### config.mk
export PLATFORM = sky130hd
export DESIGN_NAME = arrive_steering_accel_top
export DESIGN_NICKNAME = d
export VERILOG_FILES = /design/src/hw/rtl/asa_pkg.sv /design/src/hw/rtl/asa_iter.sv /design/src/hw/rtl/arrive_steering_accel_top.sv
export VERILOG_INCLUDE_DIRS = /design/src /design/src/hw/rtl
export SDC_FILE = /design/constraint.sdc
export NUM_CORES = 2
export LEC_CHECK = 0
export BUFFER_PORTS_ARGS = -buffer_cell sky130_fd_sc_hd__clkbuf_2
export CORE_MARGIN = 2
export CORE_UTILIZATION = 56
export DETAILED_ROUTE_END_ITERATION = 6
export HOLD_SLACK_MARGIN = 0.1
export PLACE_DENSITY = 0.73
export SLEW_MARGIN = 10
export SYNTH_ARGS = -nofsm -noshare
export SYNTH_HDL_FRONTEND = slang
export SYNTH_SLANG_ARGS = --single-unit
### constraint.sdc
create_clock -name aclk -period 12.4 [get_ports aclk]
set_input_delay 1.24 -clock aclk [delete_from_list [all_inputs] [get_ports aclk]]
set_output_delay 1.24 -clock aclk [all_outputs]
set_load 0.02 [all_outputs]
### src/hw/rtl/arrive_steering_accel_top_assert.svh
// ----------------------------------------------------------------------------
// Assertion macros for the arrive steering accelerator
// Clocked on aclk, disabled while aresetn is low.
// ----------------------------------------------------------------------------
`ifndef ARRIVE_STEERING_ACCEL_TOP_ASSERT_SVH
`define ARRIVE_STEERING_ACCEL_TOP_ASSERT_SVH

// Same-cycle implication
`define ASA_IMPLIES(lbl, ante, cons) \
    lbl: assert property (@(posedge aclk) disable iff (!aresetn) (ante) |-> (cons)) \
        else $error("steering assertion failed");

// Next-cycle implication
`define ASA_NEXT(lbl, ante, cons) \
    lbl: assert property (@(posedge aclk) disable iff (!aresetn) (ante) |=> (cons)) \
        else $error("steering assertion failed");

`endif

### src/hw/rtl/asa_pkg.sv
// ----------------------------------------------------------------------------
// asa_pkg
// Shared widths, sequencer states and control types of the steering block.
// ----------------------------------------------------------------------------
`timescale 1ns / 1ps

package asa_pkg;

    localparam int COORD_W = 24;            // coordinate word
    localparam int MAG_W   = COORD_W - 1;   // unsigned config magnitudes
    localparam int GAIN_W  = 9;             // Q1.8 gain
    localparam int GAIN_FRAC = 8;
    localparam int OP_W    = COORD_W + 1;   // magnitudes of differences
    localparam int PROD_W  = 2 * OP_W;      // multiplier product
    localparam int REM_W   = 30;            // iterative unit remainder
    localparam int CNT_W   = 5;
    localparam int SQRT_STEPS = OP_W;       // result bits of a root
    localparam int DIV_STEPS  = COORD_W;    // quotient bits of a division
    localparam int IDX_W   = 3;

    // Register indexes
    localparam logic [IDX_W-1:0] REG_MAX_SPEED   = 3'd0;
    localparam logic [IDX_W-1:0] REG_MAX_ACCEL   = 3'd1;
    localparam logic [IDX_W-1:0] REG_STOP_RADIUS = 3'd2;
    localparam logic [IDX_W-1:0] REG_SLOW_RADIUS = 3'd3;
    localparam logic [IDX_W-1:0] REG_GAIN        = 3'd4;

    typedef enum logic [4:0] {
        S_IDLE, S_SQX, S_SQY, S_LEN_GO, S_LEN_WAIT,
        S_SPD_MUL, S_SPD_GO, S_SPD_WAIT,
        S_DX_MUL, S_DX_GO, S_DX_WAIT, S_DY_MUL, S_DY_GO, S_DY_WAIT,
        S_DES,
        S_CX_MUL, S_CX_GO, S_CX_WAIT, S_CY_MUL, S_CY_GO, S_CY_WAIT,
        S_GX, S_GY, S_OUT
    } asa_state_t;

    // Request to the shared root/divide unit
    typedef struct packed {
        logic start;
        logic is_sqrt;
    } asa_op_t;

endpackage

### src/hw/rtl/asa_iter.sv
// ----------------------------------------------------------------------------
// asa_iter
// Shared bit-serial unit: integer square root or restoring division,
// one result bit per cycle through a single compare-subtract.
// ----------------------------------------------------------------------------
`timescale 1ns / 1ps

module asa_iter
    import asa_pkg::*;
(
    input  logic              aclk,
    input  logic              aresetn,
    input  asa_op_t           op,
    input  logic [PROD_W-1:0] num,      // radicand, or dividend in low 48 bits
    input  logic [OP_W-1:0]   den,
    output logic              busy,
    output logic              done,
    output logic [OP_W-1:0]   result
);

    logic [REM_W-1:0]  rem_reg, rem_next;
    logic [OP_W-1:0]   acc_reg, acc_next;
    logic [PROD_W-1:0] src_reg;
    logic [OP_W-1:0]   den_reg;
    logic              sqrt_reg;
    logic [CNT_W-1:0]  cnt_reg;
    logic              done_reg;

    logic [REM_W-1:0]  shifted;
    logic [REM_W-1:0]  trial;
    logic              ge;

    // One compare-subtract step
    always_comb begin
        if (sqrt_reg) begin
            shifted = {rem_reg[REM_W-3:0], src_reg[PROD_W-1 -: 2]};
            trial   = {{(REM_W-OP_W-2){1'b0}}, acc_reg, 2'b01};
        end else begin
            shifted = {rem_reg[REM_W-2:0], src_reg[PROD_W-1]};
            trial   = {{(REM_W-OP_W){1'b0}}, den_reg};
        end
        ge       = shifted >= trial;
        rem_next = ge ? shifted - trial : shifted;
        acc_next = {acc_reg[OP_W-2:0], ge};
    end

    // Load on request, then advance one bit a cycle
    always_ff @(posedge aclk) begin
        if (!aresetn) begin
            cnt_reg  <= '0;
            done_reg <= 1'b0;
        end else begin
            done_reg <= 1'b0;
            if (op.start) begin
                sqrt_reg <= op.is_sqrt;
                den_reg  <= den;
                acc_reg  <= '0;
                if (op.is_sqrt) begin
                    src_reg <= num;
                    rem_reg <= '0;
                    cnt_reg <= CNT_W'(SQRT_STEPS);
                end else begin
                    src_reg <= {num[DIV_STEPS-1:0], {(PROD_W-DIV_STEPS){1'b0}}};
                    rem_reg <= {{(REM_W-DIV_STEPS){1'b0}}, num[2*DIV_STEPS-1:DIV_STEPS]};
                    cnt_reg <= CNT_W'(DIV_STEPS);
                end
            end else if (cnt_reg != '0) begin
                rem_reg <= rem_next;
                acc_reg <= acc_next;
                src_reg <= sqrt_reg ? (src_reg << 2) : (src_reg << 1);
                cnt_reg <= cnt_reg - 1'b1;
                if (cnt_reg == CNT_W'(1)) begin
                    done_reg <= 1'b1;
                end
            end
        end
    end

    assign busy   = cnt_reg != '0;
    assign done   = done_reg;
    assign result = acc_reg;

endmodule

### src/hw/rtl/arrive_steering_accel_top.sv
// Each request is sequenced through the bit-serial root/divide unit: two lengths, each
// after its squares, and up to five divisions, each after its product; the slowdown
// division and the two clamp divisions run only when needed, and once the agent has
// arrived only the first length is computed.
// The input is not ready while a request is in flight, so one request is handled at a time.
// Reset (aresetn low, synchronous): arrival latch cleared, limits zero, gain one.
`timescale 1ns / 1ps
// ----------------------------------------------------------------------------
// arrive_steering_accel_top
// Arrive steering: offset length, speed ramp, velocity difference, length
// clamp and gain, sequenced over one multiplier and one root/divide unit.
// ----------------------------------------------------------------------------

module arrive_steering_accel_top
    import asa_pkg::*;
(
    input  logic             aclk,
    input  logic             aresetn,
    // goal_x, goal_y, pos_x, pos_y, vel_x, vel_y
    input  logic [143:0]     s_tdata,
    input  logic             s_tvalid,
    output logic             s_tready,
    // accel_x, accel_y, has_arrived, zero pad
    output logic [55:0]      m_tdata,
    output logic             m_tvalid,
    input  logic             m_tready,
    input  logic             cfg_wr_en,
    input  logic [IDX_W-1:0] cfg_index,
    input  logic [MAG_W-1:0] cfg_data
);

    asa_state_t state_reg, state_next;

    logic [MAG_W-1:0]  max_speed_reg, max_accel_reg, stop_reg, slow_reg;
    logic [GAIN_W-1:0] gain_reg;
    logic              arrived_reg;

    logic [OP_W-1:0]   ux_reg, uy_reg;
    logic              sx_reg, sy_reg;
    logic [COORD_W-1:0] vx_reg, vy_reg;
    logic              phase_reg;
    logic [OP_W-1:0]   len_reg;
    logic [OP_W-1:0]   speed_reg;
    logic [OP_W-1:0]   qx_reg, qy_reg;
    logic [PROD_W-1:0] prod_reg, sum_reg, gx_reg;
    logic              m_valid_reg;
    logic [55:0]       m_data_reg;

    logic [OP_W-1:0]   mul_a, mul_b;
    asa_op_t           unit_op;
    logic [PROD_W-1:0] unit_num;
    logic [OP_W-1:0]   unit_den;
    logic              unit_busy, unit_done;
    logic [OP_W-1:0]   unit_res;

    logic              in_fire, out_free;
    logic signed [OP_W-1:0] dx, dy;
    logic signed [OP_W:0]   ax, ay;
    logic              far_stop, in_slow, over_accel;
    logic [COORD_W-1:0] sat_x, sat_y;

    assign in_fire  = s_tvalid && s_tready;
    assign out_free = !m_valid_reg || m_tready;

    assign dx = OP_W'(signed'(s_tdata[23:0])) - OP_W'(signed'(s_tdata[71:48]));
    assign dy = OP_W'(signed'(s_tdata[47:24])) - OP_W'(signed'(s_tdata[95:72]));

    // Desired velocity minus current velocity
    assign ax = (sx_reg ? -$signed({1'b0, qx_reg}) : $signed({1'b0, qx_reg}))
              - (OP_W+1)'(signed'(vx_reg));
    assign ay = (sy_reg ? -$signed({1'b0, qy_reg}) : $signed({1'b0, qy_reg}))
              - (OP_W+1)'(signed'(vy_reg));

    assign far_stop   = !(unit_res < OP_W'(stop_reg));
    assign in_slow    = unit_res < OP_W'(slow_reg);
    assign over_accel = unit_res > OP_W'(max_accel_reg);

    // Saturate a gain product back to the coordinate range
    function automatic logic [COORD_W-1:0] sat_out(input logic [PROD_W-1:0] p,
                                                  input logic neg);
        logic [PROD_W-GAIN_FRAC-1:0] m;
        m = p[PROD_W-1:GAIN_FRAC];
        if (neg) begin
            if (m > (PROD_W-GAIN_FRAC)'(1 << (COORD_W-1))) begin
                sat_out = {1'b1, {(COORD_W-1){1'b0}}};
            end else begin
                sat_out = -m[COORD_W-1:0];
            end
        end else begin
            if (m > (PROD_W-GAIN_FRAC)'((1 << (COORD_W-1)) - 1)) begin
                sat_out = {1'b0, {(COORD_W-1){1'b1}}};
            end else begin
                sat_out = m[COORD_W-1:0];
            end
        end
    endfunction

    assign sat_x = sat_out(gx_reg, sx_reg);
    assign sat_y = sat_out(prod_reg, sy_reg);

    // Configuration writes
    always_ff @(posedge aclk) begin
        if (!aresetn) begin
            max_speed_reg <= '0;
            max_accel_reg <= '0;
            stop_reg      <= '0;
            slow_reg      <= '0;
            gain_reg      <= GAIN_W'(1 << GAIN_FRAC);
        end else if (cfg_wr_en) begin
            unique case (cfg_index)
                REG_MAX_SPEED:   max_speed_reg <= cfg_data;
                REG_MAX_ACCEL:   max_accel_reg <= cfg_data;
                REG_STOP_RADIUS: stop_reg      <= cfg_data;
                REG_SLOW_RADIUS: slow_reg      <= cfg_data;
                REG_GAIN:        gain_reg      <= cfg_data[GAIN_W-1:0];
                default: ;
            endcase
        end
    end

    // Next state
    always_comb begin
        state_next = state_reg;
        unique case (state_reg)
            S_IDLE:     if (in_fire) state_next = S_SQX;
            S_SQX:      state_next = S_SQY;
            S_SQY:      state_next = S_LEN_GO;
            S_LEN_GO:   state_next = S_LEN_WAIT;
            S_LEN_WAIT: begin
                if (unit_done) begin
                    if (phase_reg) begin
                        state_next = over_accel ? S_CX_MUL : S_GX;
                    end else if (arrived_reg || !far_stop) begin
                        state_next = S_OUT;
                    end else if (in_slow) begin
                        state_next = S_SPD_MUL;
                    end else begin
                        state_next = (unit_res != '0) ? S_DX_MUL : S_DES;
                    end
                end
            end
            S_SPD_MUL:  state_next = S_SPD_GO;
            S_SPD_GO:   state_next = S_SPD_WAIT;
            S_SPD_WAIT: if (unit_done) state_next = (len_reg != '0) ? S_DX_MUL : S_DES;
            S_DX_MUL:   state_next = S_DX_GO;
            S_DX_GO:    state_next = S_DX_WAIT;
            S_DX_WAIT:  if (unit_done) state_next = S_DY_MUL;
            S_DY_MUL:   state_next = S_DY_GO;
            S_DY_GO:    state_next = S_DY_WAIT;
            S_DY_WAIT:  if (unit_done) state_next = S_DES;
            S_DES:      state_next = S_SQX;
            S_CX_MUL:   state_next = S_CX_GO;
            S_CX_GO:    state_next = S_CX_WAIT;
            S_CX_WAIT:  if (unit_done) state_next = S_CY_MUL;
            S_CY_MUL:   state_next = S_CY_GO;
            S_CY_GO:    state_next = S_CY_WAIT;
            S_CY_WAIT:  if (unit_done) state_next = S_GX;
            S_GX:       state_next = S_GY;
            S_GY:       state_next = S_OUT;
            S_OUT:      if (out_free) state_next = S_IDLE;
            default:    state_next = S_IDLE;
        endcase
    end

    // Multiplier operands and unit requests
    always_comb begin
        mul_a    = ux_reg;
        mul_b    = ux_reg;
        unit_op  = '0;
        unit_num = prod_reg;
        unit_den = len_reg;
        s_tready = 1'b0;
        unique case (state_reg)
            S_IDLE:    s_tready = 1'b1;
            S_SQY:     begin mul_a = uy_reg; mul_b = uy_reg; end
            S_LEN_GO:  begin
                unit_op  = '{start: 1'b1, is_sqrt: 1'b1};
                unit_num = sum_reg + prod_reg;
            end
            S_SPD_MUL: begin mul_a = OP_W'(max_speed_reg); mul_b = len_reg; end
            S_SPD_GO:  begin
                unit_op  = '{start: 1'b1, is_sqrt: 1'b0};
                unit_den = OP_W'(slow_reg);
            end
            S_DX_MUL:  mul_b = speed_reg;
            S_DY_MUL:  begin mul_a = uy_reg; mul_b = speed_reg; end
            S_CX_MUL:  mul_b = OP_W'(max_accel_reg);
            S_CY_MUL:  begin mul_a = uy_reg; mul_b = OP_W'(max_accel_reg); end
            S_DX_GO, S_DY_GO, S_CX_GO, S_CY_GO:
                unit_op = '{start: 1'b1, is_sqrt: 1'b0};
            S_GX:      mul_b = OP_W'(gain_reg);
            S_GY, S_OUT: begin mul_a = uy_reg; mul_b = OP_W'(gain_reg); end
            default: ;
        endcase
    end

    // Shared multiplier, registered
    always_ff @(posedge aclk) begin
        prod_reg <= mul_a * mul_b;
    end

    // Datapath registers
    always_ff @(posedge aclk) begin
        unique case (state_reg)
            S_IDLE: begin
                if (in_fire) begin
                    ux_reg    <= dx[OP_W-1] ? OP_W'(-dx) : OP_W'(dx);
                    uy_reg    <= dy[OP_W-1] ? OP_W'(-dy) : OP_W'(dy);
                    sx_reg    <= dx[OP_W-1];
                    sy_reg    <= dy[OP_W-1];
                    vx_reg    <= s_tdata[119:96];
                    vy_reg    <= s_tdata[143:120];
                    phase_reg <= 1'b0;
                end
            end
            S_SQY: sum_reg <= prod_reg;
            S_LEN_WAIT: begin
                if (unit_done) begin
                    len_reg   <= unit_res;
                    speed_reg <= OP_W'(max_speed_reg);
                    qx_reg    <= '0;
                    qy_reg    <= '0;
                end
            end
            S_SPD_WAIT: if (unit_done) speed_reg <= unit_res;
            S_DX_WAIT:  if (unit_done) qx_reg <= unit_res;
            S_DY_WAIT:  if (unit_done) qy_reg <= unit_res;
            S_DES: begin
                ux_reg    <= ax[OP_W] ? OP_W'(-ax) : OP_W'(ax);
                uy_reg    <= ay[OP_W] ? OP_W'(-ay) : OP_W'(ay);
                sx_reg    <= ax[OP_W];
                sy_reg    <= ay[OP_W];
                phase_reg <= 1'b1;
            end
            S_CX_WAIT: if (unit_done) ux_reg <= unit_res;
            S_CY_WAIT: if (unit_done) uy_reg <= unit_res;
            S_GY:      gx_reg <= prod_reg;
            default: ;
        endcase
    end

    // Sequencer, arrival latch and output register
    always_ff @(posedge aclk) begin
        if (!aresetn) begin
            state_reg   <= S_IDLE;
            arrived_reg <= 1'b0;
            m_valid_reg <= 1'b0;
        end else begin
            state_reg <= state_next;
            if (state_reg == S_LEN_WAIT && unit_done && !phase_reg && !far_stop) begin
                arrived_reg <= 1'b1;
            end
            if (m_tready) begin
                m_valid_reg <= 1'b0;
            end
            if (state_reg == S_OUT && out_free) begin
                m_valid_reg <= 1'b1;
                if (arrived_reg) begin
                    m_data_reg <= {7'd0, 1'b1, {(2*COORD_W){1'b0}}};
                end else begin
                    m_data_reg <= {7'd0, 1'b0, sat_y, sat_x};
                end
            end
        end
    end

    assign m_tvalid = m_valid_reg;
    assign m_tdata  = m_data_reg;

    asa_iter u_iter (
        .aclk    (aclk),
        .aresetn (aresetn),
        .op      (unit_op),
        .num     (unit_num),
        .den     (unit_den),
        .busy    (unit_busy),
        .done    (unit_done),
        .result  (unit_res)
    );

`include "arrive_steering_accel_top_assert.svh"

    `ASA_NEXT(a_latch_sticky, arrived_reg, arrived_reg)
    `ASA_IMPLIES(a_arrived_zero, m_tvalid && m_tdata[48], m_tdata[47:0] == 48'd0)
    `ASA_IMPLIES(a_no_restart, unit_op.start, !unit_busy)
    `ASA_NEXT(a_busy_after_req, in_fire, !s_tready)

endmodule
Word level (Yosys, flattened, before mapping):

Cells that the tools add are included.

* flip-flop bits (word level): 651
* input bits: 175
* logic and storage cells: 206

* add/sub/neg operators: 15
* multiply operators: 1
* order comparisons: 8
* eq/ne operators: 36
* mux-type cells: 67
* bitwise operators: 2
* reduce and logical (&&, ||, !) cells: 45

Operators by type and width (number)
* $mux W25: 10
* $mux W50: 5
* $pmux W25 S2: 4
* $mux W24: 7
* $pmux W25 S3: 2
* $pmux W25 S5: 1
* $pmux W5 S24: 1
* $neg A25 Y25: 4
* $mux W29: 3
* $gt A42 B23 Y1 const B: 2
* $gt A42 B24 Y1 const B: 2
* $mux W5: 13
* $mux W26: 2
* $neg A25 Y26: 2
* $sub A26 B24 Y26: 2
* $add A50 B50 Y50: 1
* $lt A25 B23 Y1: 2
* $mul A25 B25 Y50: 1
* $reduce_bool A25 Y1: 2
* $sub A24 B24 Y25: 2
* $mux W49: 1
* $neg A24 Y24: 2
* $eq A5 B4 Y1 const B: 8
* $eq A5 B5 Y1 const B: 8
* other kinds (35): 87

Longest topological paths before layout:

* depth after elaboration: 7
* gate-level depth with buffers: 38
* mapped depth without buffers: 35

Cells and area by module:

A second synthesis with hierarchy kept.

* cells, all modules: 6976
* area, all modules: 62811.5 um^2

By module, submodules not included
* arrive_steering_accel_top: instances 1, cells an instance 6219, area each 54527.3 um^2, seq. area each 13432.9 um^2
* asa_iter: instances 1, cells an instance 757, area each 8284.2 um^2, seq. area each 4023.9 um^2

Least setup slack after synthesis:

OpenSTA, ideal clock, no wires.

* path kind: register to register
* start: register state_reg[1]
* end: register prod_reg[49]
* setup time: 127 ps
* arrival time: 9826 ps
* data required time: 12273 ps
* setup slack: 2447 ps
* cell stages (with the launch flop): 29
* path buffers: 3
* clock period less this slack: 9953 ps
* cell sequence: dfxtp_1 clkbuf_1 nand2_1 nor4_1 clkbuf_1 a22oi_1 a31o_2 clkbuf_1 nor2_1 fa_1 fa_1 fa_1 fa_1 fa_1 fa_1 inv_1 fa_1 inv_1 ha_1 o21ai_0 a21oi_1 or2_2 a211o_1 a31oi_1 o2111ai_1 a21oi_1 o21bai_1 a221oi_1 xnor2_1

* cells in the longest elaborated chain, start to end: 4
* elaborated cells between the ends (all ways): 16
* those cells by class: mul (1); eq/ne (9); mux (2); reduce/logical (4)

RTL lines
* start: declaration: line arrive_steering_accel_top.sv:32 `asa_state_t state_reg, state_next;`
* start signal: assignment: line arrive_steering_accel_top.sv:249 `state_reg <= state_next;`
* $eq A5 B5 Y1 (tied with other cells): line arrive_steering_accel_top.sv:173 `unique case (state_reg)`
* $reduce_or A3 Y1 (no source line) (tied with other cells)
* $pmux W25 S5 / $pmux W25 S2 (equally long branches): line arrive_steering_accel_top.sv:173
* $mul A25 B25 Y50 *: line arrive_steering_accel_top.sv:199 `prod_reg <= mul_a * mul_b;`
* end signal: assignment: line arrive_steering_accel_top.sv:199
* end: declaration: line arrive_steering_accel_top.sv:45 `logic [PROD_W-1:0] prod_reg, sum_reg, gx_reg;`

Every way passes the cells marked *; elsewhere a longest branch is shown, timed or not.
A chain may end at the register's enable or synchronous reset.

Worst setup path after layout:

* start: register state_reg[2]
* end: register prod_reg[49]

The elaborated chain is that of the path after synthesis.

==> results_dict.tcl <==
set metrics [dict create \
    dp.cells 8342 \
    yosysWarnings 0 \
    gp_congestion 1.01 \
    status "finished with violations" \
    grt_max_degree 91 \
    ys_types 100 \
    synth-main-ff-cell "edfxtp_1" \
    portBuffers 225 \
    startpoint_type "register" \
    cts-root-buf "clkbuf_16" \
    worstPathRequired_ps 12920 \
    firstDrtPassIters 7 \
    final_layout_size_suffix_gt1_frac 0.0910 \
    worstPathArrival_ps 11040 \
    ios 233 \
    post-route-period-util 0.848 \
    drv_slew 0 \
    routed_wl_um 201000 \
    critPathSlowestCell "dfxtp_1" \
    die_x_um 337 \
    drtIter0Drc 5552 \
    worst_slew_pin_slew_ps 1220 \
    syn2layout_area_growth_pct 8.86 \
    setup.worst_path.end_class "register" \
    wl_per_cell_um 23.7 \
    post_cts_resized 0 \
    hold_viol 0 \
    setup_violations 0 \
    max_freq_mhz 95.1 \
    stdcell_count 8479 \
    synthTopCellsByArea "edfxtp_1, fa_1, ha_1, dfxtp_1, inv_1" \
    drc 20 \
    crit_type "reg -> reg" \
    avgSynthCellArea_um2 9.09 \
    clk_latency_ps 660 \
    placed_area_um2 65000 \
    setup-tns-final_ps 0 \
    row_count 121 \
    grt_pass1_wl_um 303000 \
    first_global_vias 50518 \
    synth_edf_count 472 \
    initial_core_util 0.566 \
    cts_setup_buffers 0 \
    vias 52106 \
    final_area_um2 67400 \
    cts_hold_buf 0 \
    syn-instance-count 6809 \
    synth.most_common_cell "inv_1" \
    core-area_um2 109000 \
    fin_crit_ps 10510 \
    async_flop_share 0 \
    failed_checks "design-rule violations" \
    synth_top_area_cell "edfxtp_1" \
    crit_path_frequent_cell "fa_1" \
    clk_pin_slew_ps 60 \
    gr-total-overflow 0 \
    postRouteAntennaNets 0 \
    hp-class "reg -> reg" \
    nNetsFinal 8084 \
    vias_per_cell 6.15 \
    seq_area_um2 17500 \
    maxCapViolations 0 \
    netlist.area_leader.share 0.229 \
    ys_seq_area_frac 0.282 \
    numCtsBuffers 72 \
    multi_input_area_um2 40300 \
    fillers 9423 \
    dpl.hpwl_um 154000 \
    synth_common_cells "inv_1, nand2_1, nor2_1, fa_1, edfxtp_1" \
    die_h_um 337 \
    rsz0062_at_grt "no" \
    ys_ff_latch 636 \
    cts_tree "done" \
    netlist_area_um2 61900 \
    max_stage_delay_ps 800 \
    track_usage 0.354 \
    h-tree-depth 3 \
    crit_fanout 35 \
    dieArea_um2 113000 \
    clock_sinks 636 \
    antenna_found_initial 10 \
    maxSlewHeadroom 0.185 \
    finClkSkew_ps 40.2 \
    cts_buffer_depth 3 \
]
-- stage by stage --
stage / utilization / hold slack, ps / setup WS [ps]
floorplan: - / 406 / 2450
global placement: 0.594 / 452 / 2120
detailed placement: 0.594 / 458 / 2010
CTS: 0.616 / 466 / 2000
global route: 0.616 / 481 / 1350
finish: 0.617 / 464 / 1890
-- layout make-up --
| type | count | share of cell area |
|---|---|---|
| Multi-Input combinational cell | 5007 | 0.598 |
| Sequential cell | 636 | 0.259 |
| Inverter | 872 | 0.0486 |
| Timing Repair Buffer | 351 | 0.0307 |
| Clock buffer | 90 | 0.0282 |
| Tap cell | 1476 | 0.0274 |
| Clock inverter | 41 | 0.00778 |
| Antenna cell | 6 | 0.000223 |
-- cell usage in the layout (no fill, tap or decap), types with 36 or more instances in the layout --
cell type	n
a211oi_1	49
a21boi_0	113
a21o_1	146
a21oi_1	301
a22oi_1	50
a31oi_1	52
and2_1	138
and3_1	53
buf_4	126
clkbuf_16	72
clkbuf_2	224
dfxtp_1	164
edfxtp_1	472
fa_1	532
ha_1	437
inv_1	872
mux2_2	53
mux2i_1	102
nand2_1	794
nand2b_1	65
nand3_1	101
nand4_1	44
nor2_1	591
nor2b_1	53
nor3_1	90
nor4_1	36
o21a_1	64
o21ai_0	246
or3_1	37
xnor2_1	182
xor2_1	108
-- metal layers --
layer,global-route usage,wire length [um],up-vias
met4,0.185,12100,4
met3,0.0764,21500,591
met1,0.466,77900,25182
met2,0.552,89600,2785
met5,0,26,-
li1,-,-,23544
-- critical path, delay by kind of cell, from the launching register on --
kind	cells	cell delay, ps
multiplexers	1	210
AND/OR/NAND/NOR	3	450
buffers and inverters	7	1140
AO/OA/AOI/OAI	13	3680
adder cells (fa/ha/maj)	8	3960
XOR/XNOR	1	110
flip-flops	1	800
-- kinds of logic after synthesis --
kind of cell / after synthesis / synth area share
DFF: 636 / 0.282
xor gates and xnor gates: 292 / 0.0417
buffers and inverters: 1172 / 0.0719
AOI/OAI and AO/OA: 1444 / 0.158
adders and majority gates: 969 / 0.260
other: 1 / 0.0000606
muxes: 155 / 0.0261
and+or+nand+nor: 2140 / 0.160
-- worst paths after layout --
kind	from	end	slack [ps]	depth (start not counted)
max reg2reg	state_reg[2]	prod_reg[49]	1890	33
min reg2reg	slow_reg[12]	slow_reg[12]	460	2
max	state_reg[2]	prod_reg[49]	1890	33
min	slow_reg[12]	slow_reg[12]	460	2
Power is left out: the tool's default activity adds up to more than one toggle a clock period on the data nets, which glitch-free logic cannot reach.
